## config.mk

```make
export PLATFORM = sky130hd
export DESIGN_NAME = mta_front
export DESIGN_NICKNAME = d
export VERILOG_FILES = /design/src/hdl/mta_pkg.sv /design/src/hdl/mta_front.sv
export SDC_FILE = /design/constraint.sdc
export NUM_CORES = 1
export LEC_CHECK = 0
export BUFFER_PORTS_ARGS = -buffer_cell sky130_fd_sc_hd__buf_2
export CORE_MARGIN = 3
export CORE_UTILIZATION = 35
export DETAILED_ROUTE_END_ITERATION = 10
export GPL_ROUTABILITY_DRIVEN = 0
export PLACE_DENSITY = 0.67
export SLEW_MARGIN = 10
export SYNTH_ARGS = -nofsm -noshare
export SYNTH_HDL_FRONTEND = slang
export SYNTH_SLANG_ARGS = --single-unit
```

## constraint.sdc

```tcl
create_clock -name clk -period 27.5 [get_ports clk]
set_input_delay 1.375 -clock clk [delete_from_list [all_inputs] [get_ports clk]]
set_output_delay 1.375 -clock clk [all_outputs]
set_load 0.005 [all_outputs]
```

## src/hdl/mta_pkg.sv

```systemverilog
// ----------------------------------------------------------------------------
// mta_pkg
// shared types, sizes and helpers for the tile accumulator
// ----------------------------------------------------------------------------
package mta_pkg;

    localparam int TILE_ROWS   = 4;
    localparam int TILE_COLS   = 8;
    localparam int NUM_ACC     = TILE_ROWS * TILE_COLS;
    localparam int IDX_W       = (NUM_ACC > 1) ? $clog2(NUM_ACC) : 1;
    localparam int LANE_W      = 16;
    localparam int PROD_W      = 2 * LANE_W;
    localparam int ACC_W       = 48;
    localparam int WORD_W      = 64;
    localparam int ROW_W       = 2;
    localparam int COL_W       = 3;
    localparam int QUEUE_DEPTH = 2;
    localparam int PTR_W       = (QUEUE_DEPTH > 1) ? $clog2(QUEUE_DEPTH) : 1;
    localparam int CNT_W       = $clog2(QUEUE_DEPTH + 1);

    typedef logic signed [ACC_W-1:0]  acc_t;
    typedef logic signed [PROD_W-1:0] prod_t;
    typedef logic signed [LANE_W-1:0] lane_t;

    typedef struct packed {
        logic              last;
        logic [WORD_W-1:0] b_row_high;
        logic [WORD_W-1:0] b_row_low;
        logic [WORD_W-1:0] a_column;
    } step_t;

    function automatic lane_t get_lane(input logic [WORD_W-1:0] word, input logic [1:0] sel);
        lane_t v;
        v = lane_t'(word >> (LANE_W * sel));
        return v;
    endfunction

endpackage

```

## src/hdl/mta_front.sv

```systemverilog
// ----------------------------------------------------------------------------
// mta_front
// input side: takes step words and holds them in a short queue
// ----------------------------------------------------------------------------
module mta_front
(
    input  logic           clk,
    input  logic           rst_n,
    input  logic           in_valid,
    output logic           in_ready,
    input  mta_pkg::step_t in_item,
    output logic           out_valid,
    input  logic           out_ready,
    output mta_pkg::step_t out_item
);

    mta_pkg::step_t                  queue_mem [mta_pkg::QUEUE_DEPTH];
    logic [mta_pkg::PTR_W-1:0]       wr_ptr_reg, wr_ptr_next;
    logic [mta_pkg::PTR_W-1:0]       rd_ptr_reg, rd_ptr_next;
    logic [mta_pkg::CNT_W-1:0]       count_reg, count_next;
    logic                            push, pop;

    assign in_ready  = (count_reg != mta_pkg::CNT_W'(mta_pkg::QUEUE_DEPTH));
    assign out_valid = (count_reg != '0);
    assign out_item  = queue_mem[rd_ptr_reg];
    assign push      = in_valid && in_ready;
    assign pop       = out_valid && out_ready;

    always_comb
    begin
        wr_ptr_next = wr_ptr_reg;
        rd_ptr_next = rd_ptr_reg;
        count_next  = count_reg;
        if (push)
        begin
            wr_ptr_next = (wr_ptr_reg == mta_pkg::PTR_W'(mta_pkg::QUEUE_DEPTH - 1)) ?
                          '0 : wr_ptr_reg + 1'b1;
        end
        if (pop)
        begin
            rd_ptr_next = (rd_ptr_reg == mta_pkg::PTR_W'(mta_pkg::QUEUE_DEPTH - 1)) ?
                          '0 : rd_ptr_reg + 1'b1;
        end
        if (push && !pop)
        begin
            count_next = count_reg + 1'b1;
        end
        else if (pop && !push)
        begin
            count_next = count_reg - 1'b1;
        end
    end

    always_ff @(posedge clk)
    begin
        if (push)
        begin
            queue_mem[wr_ptr_reg] <= in_item;
        end
    end

    always_ff @(posedge clk or negedge rst_n)
    begin
        if (!rst_n)
        begin
            wr_ptr_reg <= '0;
            rd_ptr_reg <= '0;
            count_reg  <= '0;
        end
        else
        begin
            wr_ptr_reg <= wr_ptr_next;
            rd_ptr_reg <= rd_ptr_next;
            count_reg  <= count_next;
        end
    end

    a_count_bound: assert property (@(posedge clk) disable iff (!rst_n)
        count_reg <= mta_pkg::CNT_W'(mta_pkg::QUEUE_DEPTH))
        else $error("queue count beyond depth");

endmodule

```

# After elaboration in Yosys (flattened, before gate mapping)
# Memory sizes are Yosys's and may differ from the RTL's.
# Index checks and enable logic that the tools add are counted.
word_totals:
  regBits: 4
  ram_bits: 386
  in_bits: 197
  out_inout_bits: 195
  elab_cells: 23
  mem_count: 1
mem_list:
  columns: ["name", "depth", "width", "read_ports", "rd_ports_with_merged_regs", "write_ports", "line", "source"]
  rows:
  - ["queue_mem", 2, 193, 1, 0, 1, "mta_front.sv:17", "mta_pkg::step_t queue_mem [mta_pkg::QUEUE_DEPTH];"]
classes:
  n_addsub: 4
  eq_ne: 1
  muxes: 6
  reduce_logical: 8
ops:
  columns: ["cell", "n"]
  rows:
  - ["logical AND 1 bit", 4]
  - ["2-to-1 mux 1 bit", 4]
  - ["2-to-1 mux 2 bit", 2]
  - ["nonzero test 2 bit", 2]
  - ["adder 1 bit, second input constant", 2]
  - ["adder 2 x 1 -> 2 bit, second input constant", 1]
  - ["logical NOT 1 bit", 2]
  - ["inequality test 2 bit, second input constant", 1]
  - ["subtractor 2 x 1 -> 2 bit, second input constant", 1]

# Logic depth before layout (Yosys ltp)
logic_depth:
  ltp_word: 6
  depth_mapped: 7
  depth_no_buf: 7

# Worst setup path after synthesis
# OpenSTA, ideal clock, no wires.
synth_timing:
  kind: "input to register"
  startpoint: "input port in_valid"
  endpoint: "memory queue_mem[0][0] in the netlist's numbering (enable)"
  t_arrival_ps: 9467
  required_time_ps: 26751
  path_slack_ps: 17284
  path_stages: 2
  cell_sequence: "nand2_1 -> nor2_1"
synth_via:
  elab_chain_len: 3
synth_lines:
  columns: ["item", "line", "source"]
  rows:
  - ["start, declared", "mta_front.sv:9", "input logic in_valid,"]
  - ["logical AND 1 bit", "mta_front.sv:26", "assign push = in_valid && in_ready;"]
  - ["2-to-1 mux 1 bit", "mta_front.sv:56", "if (push)"]
  - ["2-to-1 mux 1 bit (not written as such)", "mta_front.sv:58", "queue_mem[wr_ptr_reg] <= in_item;"]
  - ["end, declared", "mta_front.sv:17", null]
# No other way between the ends.

==> metrics.md <==
| Metric | Value |
|---|---|
| Worst Clk Skew | `13.19 ps` |
| Placement row count | `74` |
| Worst setup SP type | `register` |
| Clock H-tree levels | `2` |
| Aggregate global routing overflow | `0` |
| Root cell of the clock tree | `clkbuf_16` |
| CTS-repair resized insts | `0` |
| Hold WC Path Type | `reg -> reg` |
| Slew Viols, Final | `0` |
| Area used by sequential logic in the layout | `11700 µm²` |
| Max-slew headroom | `30.02%` |
| Routed WL | `29770 µm` |
| Area of the multi-input gates | `2877 µm²` |
| Post-route DRC violation count | `0` |
| Cell area after synthesis | `14790 µm²` |
| Max-capacitance violation count | `0` |
| Sequential fraction of the synthesis area | `79.04%` |
| Per-cell via count in the routed design | `4.477` |
| Vertical extent of the die | `211.6 µm` |
| Placeable Area | `41290 µm²` |
| Flop and latch count out of synthesis | `390` |
| Flip-flop count of the largest register, all copies and words added | `386` |
| Final number of setup-violating endpoints | `0` |
| Number of global-route vias before repair | `7503` |
| Maximum number of pins on one net before global-route repair | `76` |
| Fillers | `3566` |
| Average detailed-routed wire length per instance | `18.59 µm` |
| Number of antenna-violating nets in the routed design | `0` |
| Data arrival time of the critical path | `3620 ps` |
| Clock latency at the later pin of the worst-skew pair | `530 ps` |
| Count of buffers added by post-CTS timing repair for setup | `0` |
| Actual slew at the worst max-slew pin | `1050 ps` |
| Detailed Route Iter0 Violations | `267` |
| Number of distinct library cells after synthesis | `16` |
| TritonCTS buffer count | `40` |
| Number of vias in the routed layout | `7167` |
| Net Count, Synth | `817` |
| Hold violation total from the final report | `0` |
| Die extent in x | `211.6 µm` |
| DPL Wire Length | `20450 µm` |
| Maximum clock insertion buffer count | `3` |
| Top Ports | `392` |
| Maximum clock frequency | `0.2001 GHz` |
| Final clock period utilization by the worst path | `18.17%` |
| Initial core utilization | `35.82%` |
| CTS sink cnt | `390` |
| Area Overhead vs Synth | `24.65%` |
| Setup repair after global routing missed its margin | `no` |
| Total Routing Usage GR | `12.83%` |
| Finished layout cell area | `18440 µm²` |
| Data required time at the worst endpoint | `26120 ps` |
| Worst VDD drop | `0.07572 mV` |
| Initial antenna violation count | `5` |
| CTS tree | `built` |
| Shortest period the worst path allows | `4996 ps` |
| Count of port buffers added during placement | `391` |
| Pleak | `0.007266 µW` |
| Startpoint-to-endpoint class of the critical path | `reg -> out` |
| Net count, final | `1236` |
| Max FO, Critical Path | `53` |
| Worst R2R Path Depth | `5` |
| Synthesized netlist cell count | `619` |
| Total die area | `44760 µm²` |
| Clock-pin slew of the registers on the worst-case setup and hold paths | `60 ps` |
| Mean Syn Cell Area | `23.90 µm²` |
| Fraction of layout instances using a drive strength above 1 | `60.53%` |
| Area of placed instances | `17260 µm²` |
| Post-route setup TNS | `0 ps` |
| Ys Warns | `0` |
| Result of the run | `completed` |
| Most frequent cells in the layout | `391 x buf_2, 386 x edfxtp_1, 160 x mux2_4, 41 x clkbuf_16, 33 x mux2_2` |
| Hold Buf Count CTS | `0` |
| Cell depth of the worst hold path | `1` |
| Global-route wire length before repair | `43830 µm` |
| Critical path capture point type | `output pin` |
| Total power density per cell area | `103.9 nW/µm²` |
| Length of the first detailed-routing pass in iterations | `6` |
| Most common cell after layout, fill and taps aside | `buf_2` |
==> synthesized netlist by cell type <==
| cell type | n | area (µm²) |
|---|---|---|
| nand2_1 | 2 | 7.510 |
| nand2b_1 | 1 | 6.260 |
| buf_8 | 1 | 15.01 |
| or2_2 | 1 | 6.260 |
| dfrtp_1 | 4 | 100.1 |
| mux2_2 | 33 | 371.6 |
| nor2_1 | 2 | 7.510 |
| buf_6 | 18 | 202.7 |
| xor2_1 | 2 | 17.52 |
| edfxtp_1 | 386 | 11590 |
| xnor2_1 | 3 | 26.28 |
| and3_1 | 1 | 6.260 |
| ha_1 | 1 | 12.51 |
| mux2_4 | 160 | 2402 |
| inv_1 | 1 | 3.750 |
| buf_2 | 3 | 15.01 |
==> worst paths after layout <==
path	from	endpoint	slack (ps)
hold / removal	count_reg[1]	count_reg[1]	500
setup reg to reg	count_reg[0]	queue_mem[0][40]	24400
setup / recovery	rd_ptr_reg	out_item[1]	22500
min in group asynchronous	rst_n	wr_ptr_reg	650
max in group asynchronous	rst_n	rd_ptr_reg	26710
hold reg to reg	count_reg[1]	count_reg[1]	500
==> worst max-delay path: stages (launching register included) <==
cell and delay [ps]:
dfrtp_4 800, buf_4 790, buf_4 830, mux2_2 420, buf_2 130
==> metrics by stage <==
stage / util (%) / hold slack, ps / setup slack, ps / power, µW / std cells
after global routing: 44.63 / 523.5 / 22300 / 2015 / 1598
after global placement: 41.79 / 474.6 / 23080 / 1446 / 1528
after detailed placement: 41.79 / 490.4 / 23020 / 1453 / 1528
after floorplan: - / 455.9 / 17280 / 1282 / 619
after CTS: 44.62 / 503.3 / 22440 / 1949 / 1596
final: 44.65 / 500.7 / 22500 / 1916 / 1601
==> power breakdown <==
| part | switching [µW] | internal, µW |
|---|---|---|
| clock network | 207 | 281 |
| registers | 45.8 | 815 |
| logic | 261 | 306 |
| total | 513 | 1400 |
==> cell type report <==
| cell class | count | area share, % |
|---|---|---|
| clock buffers | 52 | 5.789 |
| multi-input cells | 206 | 15.60 |
| diodes | 5 | 0.06786 |
| flip-flops and latches | 390 | 63.43 |
| repair buffers | 399 | 10.94 |
| well taps | 532 | 3.610 |
| inverters | 1 | 0.02036 |
| clock inverters | 16 | 0.5429 |
==> cells by family (layout without fill, tap and decap cells) <==
group,count (synthesis),after routing,synth area share [%]
XOR/XNOR,5,5,0.2961
buffers and inverters,23,468,1.599
flip-flops,390,390,79.04
adder cells (fa/ha/maj),1,1,0.08457
AND/OR/NAND/NOR,7,7,0.2285
multiplexers,193,193,18.75
other,0,5,0
==> per-layer routing <==
metal	up-vias	share of wire, %	global-route usage [%]
met1	3496	39	15.04
met4	2	2.5	3.972
met2	293	49	21.95
met5	-	0.044	0
met3	59	8.8	4.890
li1	3317	-	-
Note: power is estimated with default switching activity, not from simulation.
