$ cat src/hdl/mta_pkg.sv
// ----------------------------------------------------------------------------
// mta_pkg
// shared types, sizes and helpers for the tile accumulator
// ----------------------------------------------------------------------------
package mta_pkg;

    localparam int TILE_ROWS   = 4;
    localparam int TILE_COLS   = 8;
    localparam int NUM_ACC     = TILE_ROWS * TILE_COLS;
    localparam int IDX_W       = (NUM_ACC > 1) ? $clog2(NUM_ACC) : 1;
    localparam int LANE_W      = 16;
    localparam int PROD_W      = 2 * LANE_W;
    localparam int ACC_W       = 48;
    localparam int WORD_W      = 64;
    localparam int ROW_W       = 2;
    localparam int COL_W       = 3;
    localparam int QUEUE_DEPTH = 2;
    localparam int PTR_W       = (QUEUE_DEPTH > 1) ? $clog2(QUEUE_DEPTH) : 1;
    localparam int CNT_W       = $clog2(QUEUE_DEPTH + 1);

    typedef logic signed [ACC_W-1:0]  acc_t;
    typedef logic signed [PROD_W-1:0] prod_t;
    typedef logic signed [LANE_W-1:0] lane_t;

    typedef struct packed {
        logic              last;
        logic [WORD_W-1:0] b_row_high;
        logic [WORD_W-1:0] b_row_low;
        logic [WORD_W-1:0] a_column;
    } step_t;

    function automatic lane_t get_lane(input logic [WORD_W-1:0] word, input logic [1:0] sel);
        lane_t v;
        v = lane_t'(word >> (LANE_W * sel));
        return v;
    endfunction

endpackage

$ cat src/hdl/mta_drain.sv
// ----------------------------------------------------------------------------
// mta_drain
// holds a finished tile and sends it out one element per word
// ----------------------------------------------------------------------------
module mta_drain
(
    input  logic                      clk,
    input  logic                      rst_n,
    input  logic                      snap_valid,
    input  mta_pkg::acc_t             snap_data [mta_pkg::NUM_ACC],
    output logic                      busy,
    output logic                      out_valid,
    input  logic                      out_ready,
    output logic [mta_pkg::ROW_W-1:0] out_row,
    output logic [mta_pkg::COL_W-1:0] out_col,
    output mta_pkg::acc_t             out_value,
    output logic                      out_last
);

    localparam logic [mta_pkg::IDX_W-1:0] LAST_IDX = mta_pkg::IDX_W'(mta_pkg::NUM_ACC - 1);

    mta_pkg::acc_t              bank_reg [mta_pkg::NUM_ACC];
    logic                       busy_reg, busy_next;
    logic [mta_pkg::IDX_W-1:0]  cnt_reg, cnt_next;
    logic                       out_valid_reg, out_valid_next;
    logic [mta_pkg::ROW_W-1:0]  row_reg;
    logic [mta_pkg::COL_W-1:0]  col_reg;
    mta_pkg::acc_t              value_reg;
    logic                       last_reg;
    logic                       advance;

    assign advance = busy_reg && (!out_valid_reg || out_ready);

    always_comb
    begin
        busy_next      = busy_reg;
        cnt_next       = cnt_reg;
        out_valid_next = out_valid_reg;
        if (out_ready)
        begin
            out_valid_next = 1'b0;
        end
        if (snap_valid)
        begin
            busy_next = 1'b1;
            cnt_next  = '0;
        end
        else if (advance)
        begin
            out_valid_next = 1'b1;
            cnt_next       = cnt_reg + 1'b1;
            if (cnt_reg == LAST_IDX)
            begin
                busy_next = 1'b0;
            end
        end
    end

    always_ff @(posedge clk)
    begin
        if (snap_valid)
        begin
            for (int i = 0; i < mta_pkg::NUM_ACC; i++)
            begin
                bank_reg[i] <= snap_data[i];
            end
        end
        if (advance)
        begin
            value_reg <= bank_reg[cnt_reg];
            row_reg   <= mta_pkg::ROW_W'(cnt_reg >> mta_pkg::COL_W);
            col_reg   <= mta_pkg::COL_W'(cnt_reg);
            last_reg  <= (cnt_reg == LAST_IDX);
        end
    end

    always_ff @(posedge clk or negedge rst_n)
    begin
        if (!rst_n)
        begin
            busy_reg      <= 1'b0;
            cnt_reg       <= '0;
            out_valid_reg <= 1'b0;
        end
        else
        begin
            busy_reg      <= busy_next;
            cnt_reg       <= cnt_next;
            out_valid_reg <= out_valid_next;
        end
    end

    assign busy      = busy_reg;
    assign out_valid = out_valid_reg;
    assign out_row   = row_reg;
    assign out_col   = col_reg;
    assign out_value = value_reg;
    assign out_last  = last_reg;

    a_last_pos: assert property (@(posedge clk) disable iff (!rst_n)
        (out_valid_reg && last_reg) |->
        (row_reg == mta_pkg::ROW_W'(mta_pkg::TILE_ROWS - 1)) &&
        (col_reg == mta_pkg::COL_W'(mta_pkg::TILE_COLS - 1)))
        else $error("tile end flagged away from final element");

    a_load_start: assert property (@(posedge clk) disable iff (!rst_n)
        snap_valid |=> busy_reg && (cnt_reg == '0))
        else $error("drain did not restart on snapshot");

endmodule

$ cat config.mk
export PLATFORM = sky130hd
export DESIGN_NAME = mta_drain
export DESIGN_NICKNAME = d
export VERILOG_FILES = /design/src/hdl/mta_pkg.sv /design/src/hdl/mta_drain.sv
export SDC_FILE = /design/constraint.sdc
export NUM_CORES = 1
export LEC_CHECK = 0
export ABC_AREA = 1
export BUFFER_PORTS_ARGS = -buffer_cell sky130_fd_sc_hd__buf_2
export CORE_AREA = 8 8 611 613
export CTS_CLUSTER_DIAMETER = 200
export DETAILED_ROUTE_END_ITERATION = 7
export DIE_AREA = 0 0 619 621
export PLACE_DENSITY_LB_ADDON = 0.08
export SLEW_MARGIN = 10
export SYNTH_ARGS = -nofsm -noshare
export SYNTH_HDL_FRONTEND = slang
export SYNTH_SLANG_ARGS = --single-unit
$ cat constraint.sdc
create_clock -name clk -period 3.31 [get_ports clk]
set_input_delay 0.993 -clock clk [delete_from_list [all_inputs] [get_ports clk]]
set_output_delay 0.993 -clock clk [all_outputs]
set_load 0.01 [all_outputs]
# Word-level counts from Yosys, hierarchy flattened
# Memory sizes are Yosys's and may differ from the RTL's. A register that Yosys moved wholly into a read port is not among the register bits.
# Cells that the tools add are included.
# word_totals
regBits,13
mem_bits_rw,1536
input_bits,1540
word_cells,25
n_memories,1
# mem_list
name,depth,word_bits,read_ports,rd_ports_with_merged_regs,write_ports,line,text
bank_reg,32,48,1,1,32,mta_drain.sv:22,mta_pkg::acc_t bank_reg [mta_pkg::NUM_ACC];
# op_classes
addsub,1
n_eq_ne,1
n_mux,10
reduce_logical,6
# op_table
operator,count
5-bit 2-to-1 mux,2
1-bit 2-to-1 mux,8
5-bit by 1-bit adder with 5-bit output (second input constant),1
5-bit == test (second input constant),1
2-bit nonzero test,2
2-bit AND reduction,1
1-bit logical AND,1
1-bit zero test,1
1-bit logical OR,1

# Logic depth before layout (Yosys ltp)
# Gate-level depths: netlist (run 1).
# logic_depth
word_depth,5
ltp_mapped,13
mapped_depth_nobuf,9

# Worst setup path after synthesis (run 1)
# No wires, ideal clock.
# synth_path
kind,input to register
startpoint,in out_ready
endpoint,reg col_reg (netlist bit out_col[0]) (enable)
arrival_ps,2304
t_required_ps,2899
slack_ps,595
path_stages,4
path_cell_list,inv_1 -> nand2_1 -> nand2_1 -> inv_1
# synth_between
elab_chain_len,2
# synth_rtl
element,line,text
from (decl),mta_drain.sv:13,"input logic out_ready,"
1-bit logical OR,mta_drain.sv:32,assign advance = busy_reg && (!out_valid_reg || out_ready);
1-bit logical AND,mta_drain.sv:32,
named net advance,mta_drain.sv:30,logic advance;
to (signal assigned),mta_drain.sv:72,col_reg <= mta_pkg::COL_W'(cnt_reg);
to (decl),mta_drain.sv:27,logic [mta_pkg::COL_W-1:0] col_reg;
# The timed path passes the listed nets, and every way through them passes these cells.
# A chain may end at the register's enable or synchronous reset.

==> flow_summary.yaml, run 1 <==
placement:
  post-place-ws_ps: -645
  gp_congestion: 0.844
  dpl.hpwl_mm: 319
  port-buffer-count: 1595
  dpl_cell_area_sq_mm: 0.0819
worst_hold_path:
  holdPathStages: 1
  hp-class: "input pin to flop"
sta:
  final_hold_viol_count: 0
  maxSlewViolCount: 0
  tightest_slew_ps: 960
  setup_viol: 0
  fmax_ghz: 0.313
  tns_ps: 0
  skew_ps: 109
  fin_crit_ps: 3190
  slew_headroom: 0.358
  timing.final.crit_share: 0.964
  layout_setup_ws_ps: 120
detailed_routing:
  ant_nets: 0
  via_per_inst: 4.05
  drc: 0
  routed_wl_mm: 401
  vias: 51995
  wl_per_cell_microns: 31.2
  drt_pass1_iterations: 5
  first_iter_violations: 4207
global_route:
  busiest_layer: "met2"
  use_met2: 0.361
  grt_use_met1: 0.237
  grt_antenna_before_repair: 442
  globalRoute.totalOverflow: 0
  grt_pass1_wl_mm: 517
  grt_usage: 0.200
  grt_max_degree: 96
  grt_use_met3: 0.0425
  grt_pass1_vias: 53348
floorplanning:
  die_h_microns: 621
  die-area_sq_mm: 0.384
  die_x_microns: 619
  core_sq_mm: 0.364
  ios: 1596
  initial_utilization: 0.182
  rows: 222
final_layout:
  largest_reg_flops: 1536
  fin_util: 0.244
  areaGrowthSynthToFinish_pct: 34.3
  n_fill_cell: 39485
  layout_commonest_cell: "nand2_1"
  drive_gt1_frac: 0.275
  final_cell_area_sq_mm: 0.0889
  final_cell_mix: "2118 x nand2_1, 1594 x buf_2, 1590 x edfxtp_1, 916 x nand3_1, 771 x inv_1"
  nets: 9299
power:
  pwr-share-clk: 0.412
  p_leak_nw: 38.4
  p_switching_mw: 15.7
  switching_share: 0.282
  powerDensity_mw_per_mm2: 625
  p_int_mw: 39.9
  pwr-share-comb: 0.140
  finalPower_mw: 55.6
  ir_drop_mv: 0.411
  p_seq_frac: 0.448
logic_synthesis:
  ys_seq_area_frac: 0.724
  synth_area_sq_mm: 0.0661
  yosysUniqueCellTypes: 18
  ys_ff_latch: 1597
  avgSynthCellArea_sq_um: 11.1
  yosys_warnings: 0
  syn_nets: 7524
  synthCells: 5982
clocking:
  postCtsSetupBuffers: 0
  cts_max_path_buffers: 4
  cts.clk_slew.worst_paths_ps: 60
  cts_max_level: 4
  clkLatencyLatePin_ps: 930
  clockRootBuffer: "clkbuf_16"
  cts_buffers: 209
  cts_tree: "done"
  clkSinkCount: 1597
critical_path:
  critPathMaxFanout: 40
  cp-end-kind: "flop"
  cpMostUsedCell: "nand2_1"
  worstSetupPathDepth: 11
  critical-path-top-delay-family: "simple AND/OR/NAND/NOR gates"
  slowest_stage: "dfrtp_4"
  crit_arrival_ps: 3820
  crit_chain: "inv_8 > buf_12 > buf_12 > buf_4 > nand2_1 > nand3_1 > a21oi_1 > nor2_1 > nand2_1 > nand2_1 > inv_1"
  cp.required_ps: 3940
  critPathKind: "flop to flop"
  cpPeakStageDelay_ps: 620
  startpoint_type: "flop"
  critical_path_buf_inv_count: 5
  reg2reg_depth: 11
run:
  drv_cap: 0
status:
  status: "finished, final reports clean"
[routing by layer]
layer	vias up	wire, microns	part of all wire
li1	23526	-	-
met3	938	22900	0.057
met5	-	647	0.0016
met4	100	14900	0.037
met1	25275	160000	0.40
met2	2156	203000	0.51
[Yosys cell counts]
master,instances,share of area
edfxtp_1,1590,0.72
ha_1,2,0.00038
dfrtp_1,7,0.0026
nand3_1,916,0.069
buf_1,34,0.0019
nand2_1,2123,0.12
clkinv_1,1,0.000057
a31oi_1,1,0.000095
o211ai_1,48,0.0054
inv_2,4,0.00023
buf_6,2,0.00034
nor2_1,98,0.0056
buf_4,25,0.0028
o21ai_0,5,0.00038
clkbuf_1,108,0.0061
inv_1,773,0.044
a21oi_1,97,0.0073
buf_2,148,0.011
[logic make-up (layout without fill, tap and decap cells)]
kind of cell | count (synthesis) | in the layout | synth area share
buffers and inverters | 1095 | 3034 | 0.0666
flip-flops | 1597 | 1597 | 0.724
AO/OA/AOI/OAI | 151 | 151 | 0.0133
other | 0 | 109 | 0
AND/OR/NAND/NOR | 3137 | 3137 | 0.195
adder cells (fa/ha/maj) | 2 | 2 | 0.000378
[repair_timing]
action                     in CTS  in global routing
resized for setup              10                  4
hold endpoints to repair        7                  0
setup endpoints to repair       8                  4
pin swaps                       0                  1
hold buffers                    1                  0
[layout make-up]
type | count | area, sq um | share of cell area
tap | 4816 | 6030 | 0.0678
sequential | 1597 | 47900 | 0.539
inverter | 778 | 2950 | 0.0332
clock buffer | 254 | 5420 | 0.0610
multi-input combinational | 3290 | 13900 | 0.156
clock inverter | 121 | 1230 | 0.0139
timing repair buffer | 1881 | 11200 | 0.125
antenna | 109 | 273 | 0.00307
[metrics by stage]
step / std cells / hold slack (ps)
after floorplan: 5982 / 420
after global placement: 12361 / 508
after detailed placement: 12361 / 526
after CTS: 12737 / 135
after global routing: 12779 / 162
final: 12846 / 231
[worst paths after layout]
path / endpoint / slack [ps] / from
worst max-delay path: out_value[22] / 120 / cnt_reg[0]
worst min-delay path: bank_reg[27][21] / 230 / snap_data[213]
worst max register to register: out_value[22] / 120 / cnt_reg[0]
worst min register to register: busy / 540 / busy
max in group asynchronous: cnt_reg[1] / 2400 / rst_n
min in group asynchronous: out_valid / 570 / rst_n
[power by group through the flow]
stage | Clock (mW) | Combinational (mW) | Sequential (mW)
floorplan | 0 | 2.96 | 25.0
global placement | 0 | 8.11 | 25.4
detailed placement | 0 | 8.05 | 25.3
CTS | 23.7 | 8.09 | 25.0
global route | 24.4 | 8.49 | 25.1
finish | 22.9 | 7.76 | 24.9
Note: power is estimated with default switching activity, not from simulation.
==> run 2, diff against run 1 <==
clock period = 4.1 ns   (was 3.31 ns; I/O delays follow)
==> run 2 against run 1 <==
Compared with the run above:
- global-route usage about the same
- flip-flop and latch count did not move
- worst hold slack gained 45 ps
- design area is 1.3% lower
- wire length decreased by 0.17%
- total power is 21% lower
- final cell count down 0.45%
- combinational power down 23%
- critical path depth decreased by 1
- critical path type unchanged
- highest routed layer unchanged
==> flow_summary.yaml, run 2 (synthesis gave the netlist of run 1 again) <==
status:
  status: "finished, final reports clean"
power:
  powerDensity_mw_per_mm2: 499
  p_leak_nw: 37.8
  finalPower_mw: 43.8
  ir_drop_mv: 0.328
sta:
  layout_setup_ws_ps: 299
  timing.final.crit_share: 0.927
  fmax_ghz: 0.263
  maxSlewViolCount: 0
  skew_ps: 68.7
  final_hold_viol_count: 0
  slew_headroom: 0.0706
  setup_viol: 0
  tns_ps: 0
  fin_crit_ps: 3800
  rsz0062_at_grt: "no"
  tightest_slew_ps: 1390
clocking:
  cts_max_path_buffers: 4
  cts_buffers: 208
  cts.repair.resized: 0
  clockRootBuffer: "clkbuf_16"
  cts_tree: "done"
  postCtsSetupBuffers: 0
  cts_max_level: 4
  cts_hold_buf: 0
  clkSinkCount: 1597
  cts.clk_slew.worst_paths_ps: 60
  clkLatencyLatePin_ps: 890
run:
  drv_cap: 0
critical_path:
  critical-path-top-delay-family: "simple AND/OR/NAND/NOR gates"
  critPathKind: "flop to flop"
  startpoint_type: "flop"
  slowest_stage: "nand3_1"
  critical_path_buf_inv_count: 4
  cpPeakStageDelay_ps: 610
  crit_chain: "inv_8 > buf_12 > buf_4 > nand2_1 > nand3_1 > nand3_1 > nand3_1 > nand2_1 > nand2_1 > inv_1"
  cp.required_ps: 4730
  crit_arrival_ps: 4430
  cp-end-kind: "flop"
  critPathMaxFanout: 36
detailed_routing:
  vias: 52060
  wl_per_cell_microns: 31.3
  routed_wl_mm: 401
  drt_pass1_iterations: 5
  via_per_inst: 4.07
  first_iter_violations: 4481
  drc: 0
  ant_nets: 0
global_route:
  globalRoute.totalOverflow: 0
  grt_use_met3: 0.0459
  busiest_layer: "met2"
  grt_pass1_vias: 52677
  grt_pass1_wl_mm: 515
  grt_usage: 0.200
  grt_use_met1: 0.235
  grt_max_degree: 143
  use_met2: 0.362
  grt_antenna_before_repair: 532
floorplanning:
  initial_utilization: 0.182
  core_sq_mm: 0.364
  die-area_sq_mm: 0.384
  rows: 222
  ios: 1596
  die_h_microns: 621
  die_x_microns: 619
placement:
  dpl.hpwl_mm: 315
  post-place-ws_ps: 150
  port-buffer-count: 1595
  gp_congestion: 0.822
final_layout:
  nets: 9228
  layout_commonest_cell: "nand2_1"
  largest_reg_flops: 1536
  areaGrowthSynthToFinish_pct: 32.6
  final_cell_mix: "2122 x nand2_1, 1594 x buf_2, 1590 x edfxtp_1, 916 x nand3_1, 771 x inv_1"
  fin_util: 0.241
  drive_gt1_frac: 0.265
worst_hold_path:
  hp-class: "input pin to async pin"
[run 2: changes by cell type in the layout (fill, tap and decap cells not counted), sizes merged]
cell	delta
clkinv	-5
bufinv	-12
buf	-69
dlygate4sd3	-1
clkbuf	+11
clkinvlp	-1
inv	+1
diode	+18
[run 2: area by class of cell]
type	count	area [sq um]
Tap cell	4816	6030
Sequential cell	1597	47900
Fill cell	39539	276000
Clock inverter	104	810
Antenna cell	127	318
Inverter	778	2950
Clock buffer	265	5460
Timing Repair Buffer	1811	10400
Multi-Input combinational cell	3290	13800
[run 2: worst paths after layout]
path                           startpoint               end  slack (ps)  cells past startpoint
setup / recovery               cnt_reg[0]     out_value[30]         300                     10
hold / removal                      rst_n         out_valid         280                      1
setup reg to reg               cnt_reg[0]     out_value[30]         300                     10
hold reg to reg                      busy              busy         540                      2
max in group asynchronous           rst_n        cnt_reg[4]        3430                      1
min in group clk           snap_data[357]  bank_reg[24][21]         500                      1
[run 2: per-layer routing]
layer | share of wire | wire, microns
met2 | 0.51 | 203000
met1 | 0.39 | 158000
met5 | 0.0022 | 862
met4 | 0.035 | 13900
met3 | 0.062 | 24900
[run 2: per-stage QoR]
step           hold slack [ps]  instances  instance area (sq um)
2_1_floorplan              420       5982                  66100
3_3_place_gp               520      12292                  81100
3_5_place_dp               533      12292                  81100
4_1_cts                    156      12661                  87400
5_1_grt                    203      12708                  87500
6_report                   276      12788                  87700
[run 2: power by group]
group | internal, mW | total [mW] | switching [mW] | leakage, nW
Clock | 9.99 | 17.7 | 7.72 | 3.05
Combinational | 1.77 | 5.96 | 4.19 | 19.1
Sequential | 19.5 | 20.1 | 0.606 | 15.7
[run 2: worst reg2reg max path: cells and delay by family, from the launching register on]
family / cells / cell delay (ps)
buf+inv: 4 / 1090
flops: 1 / 600
simple gates: 6 / 1870
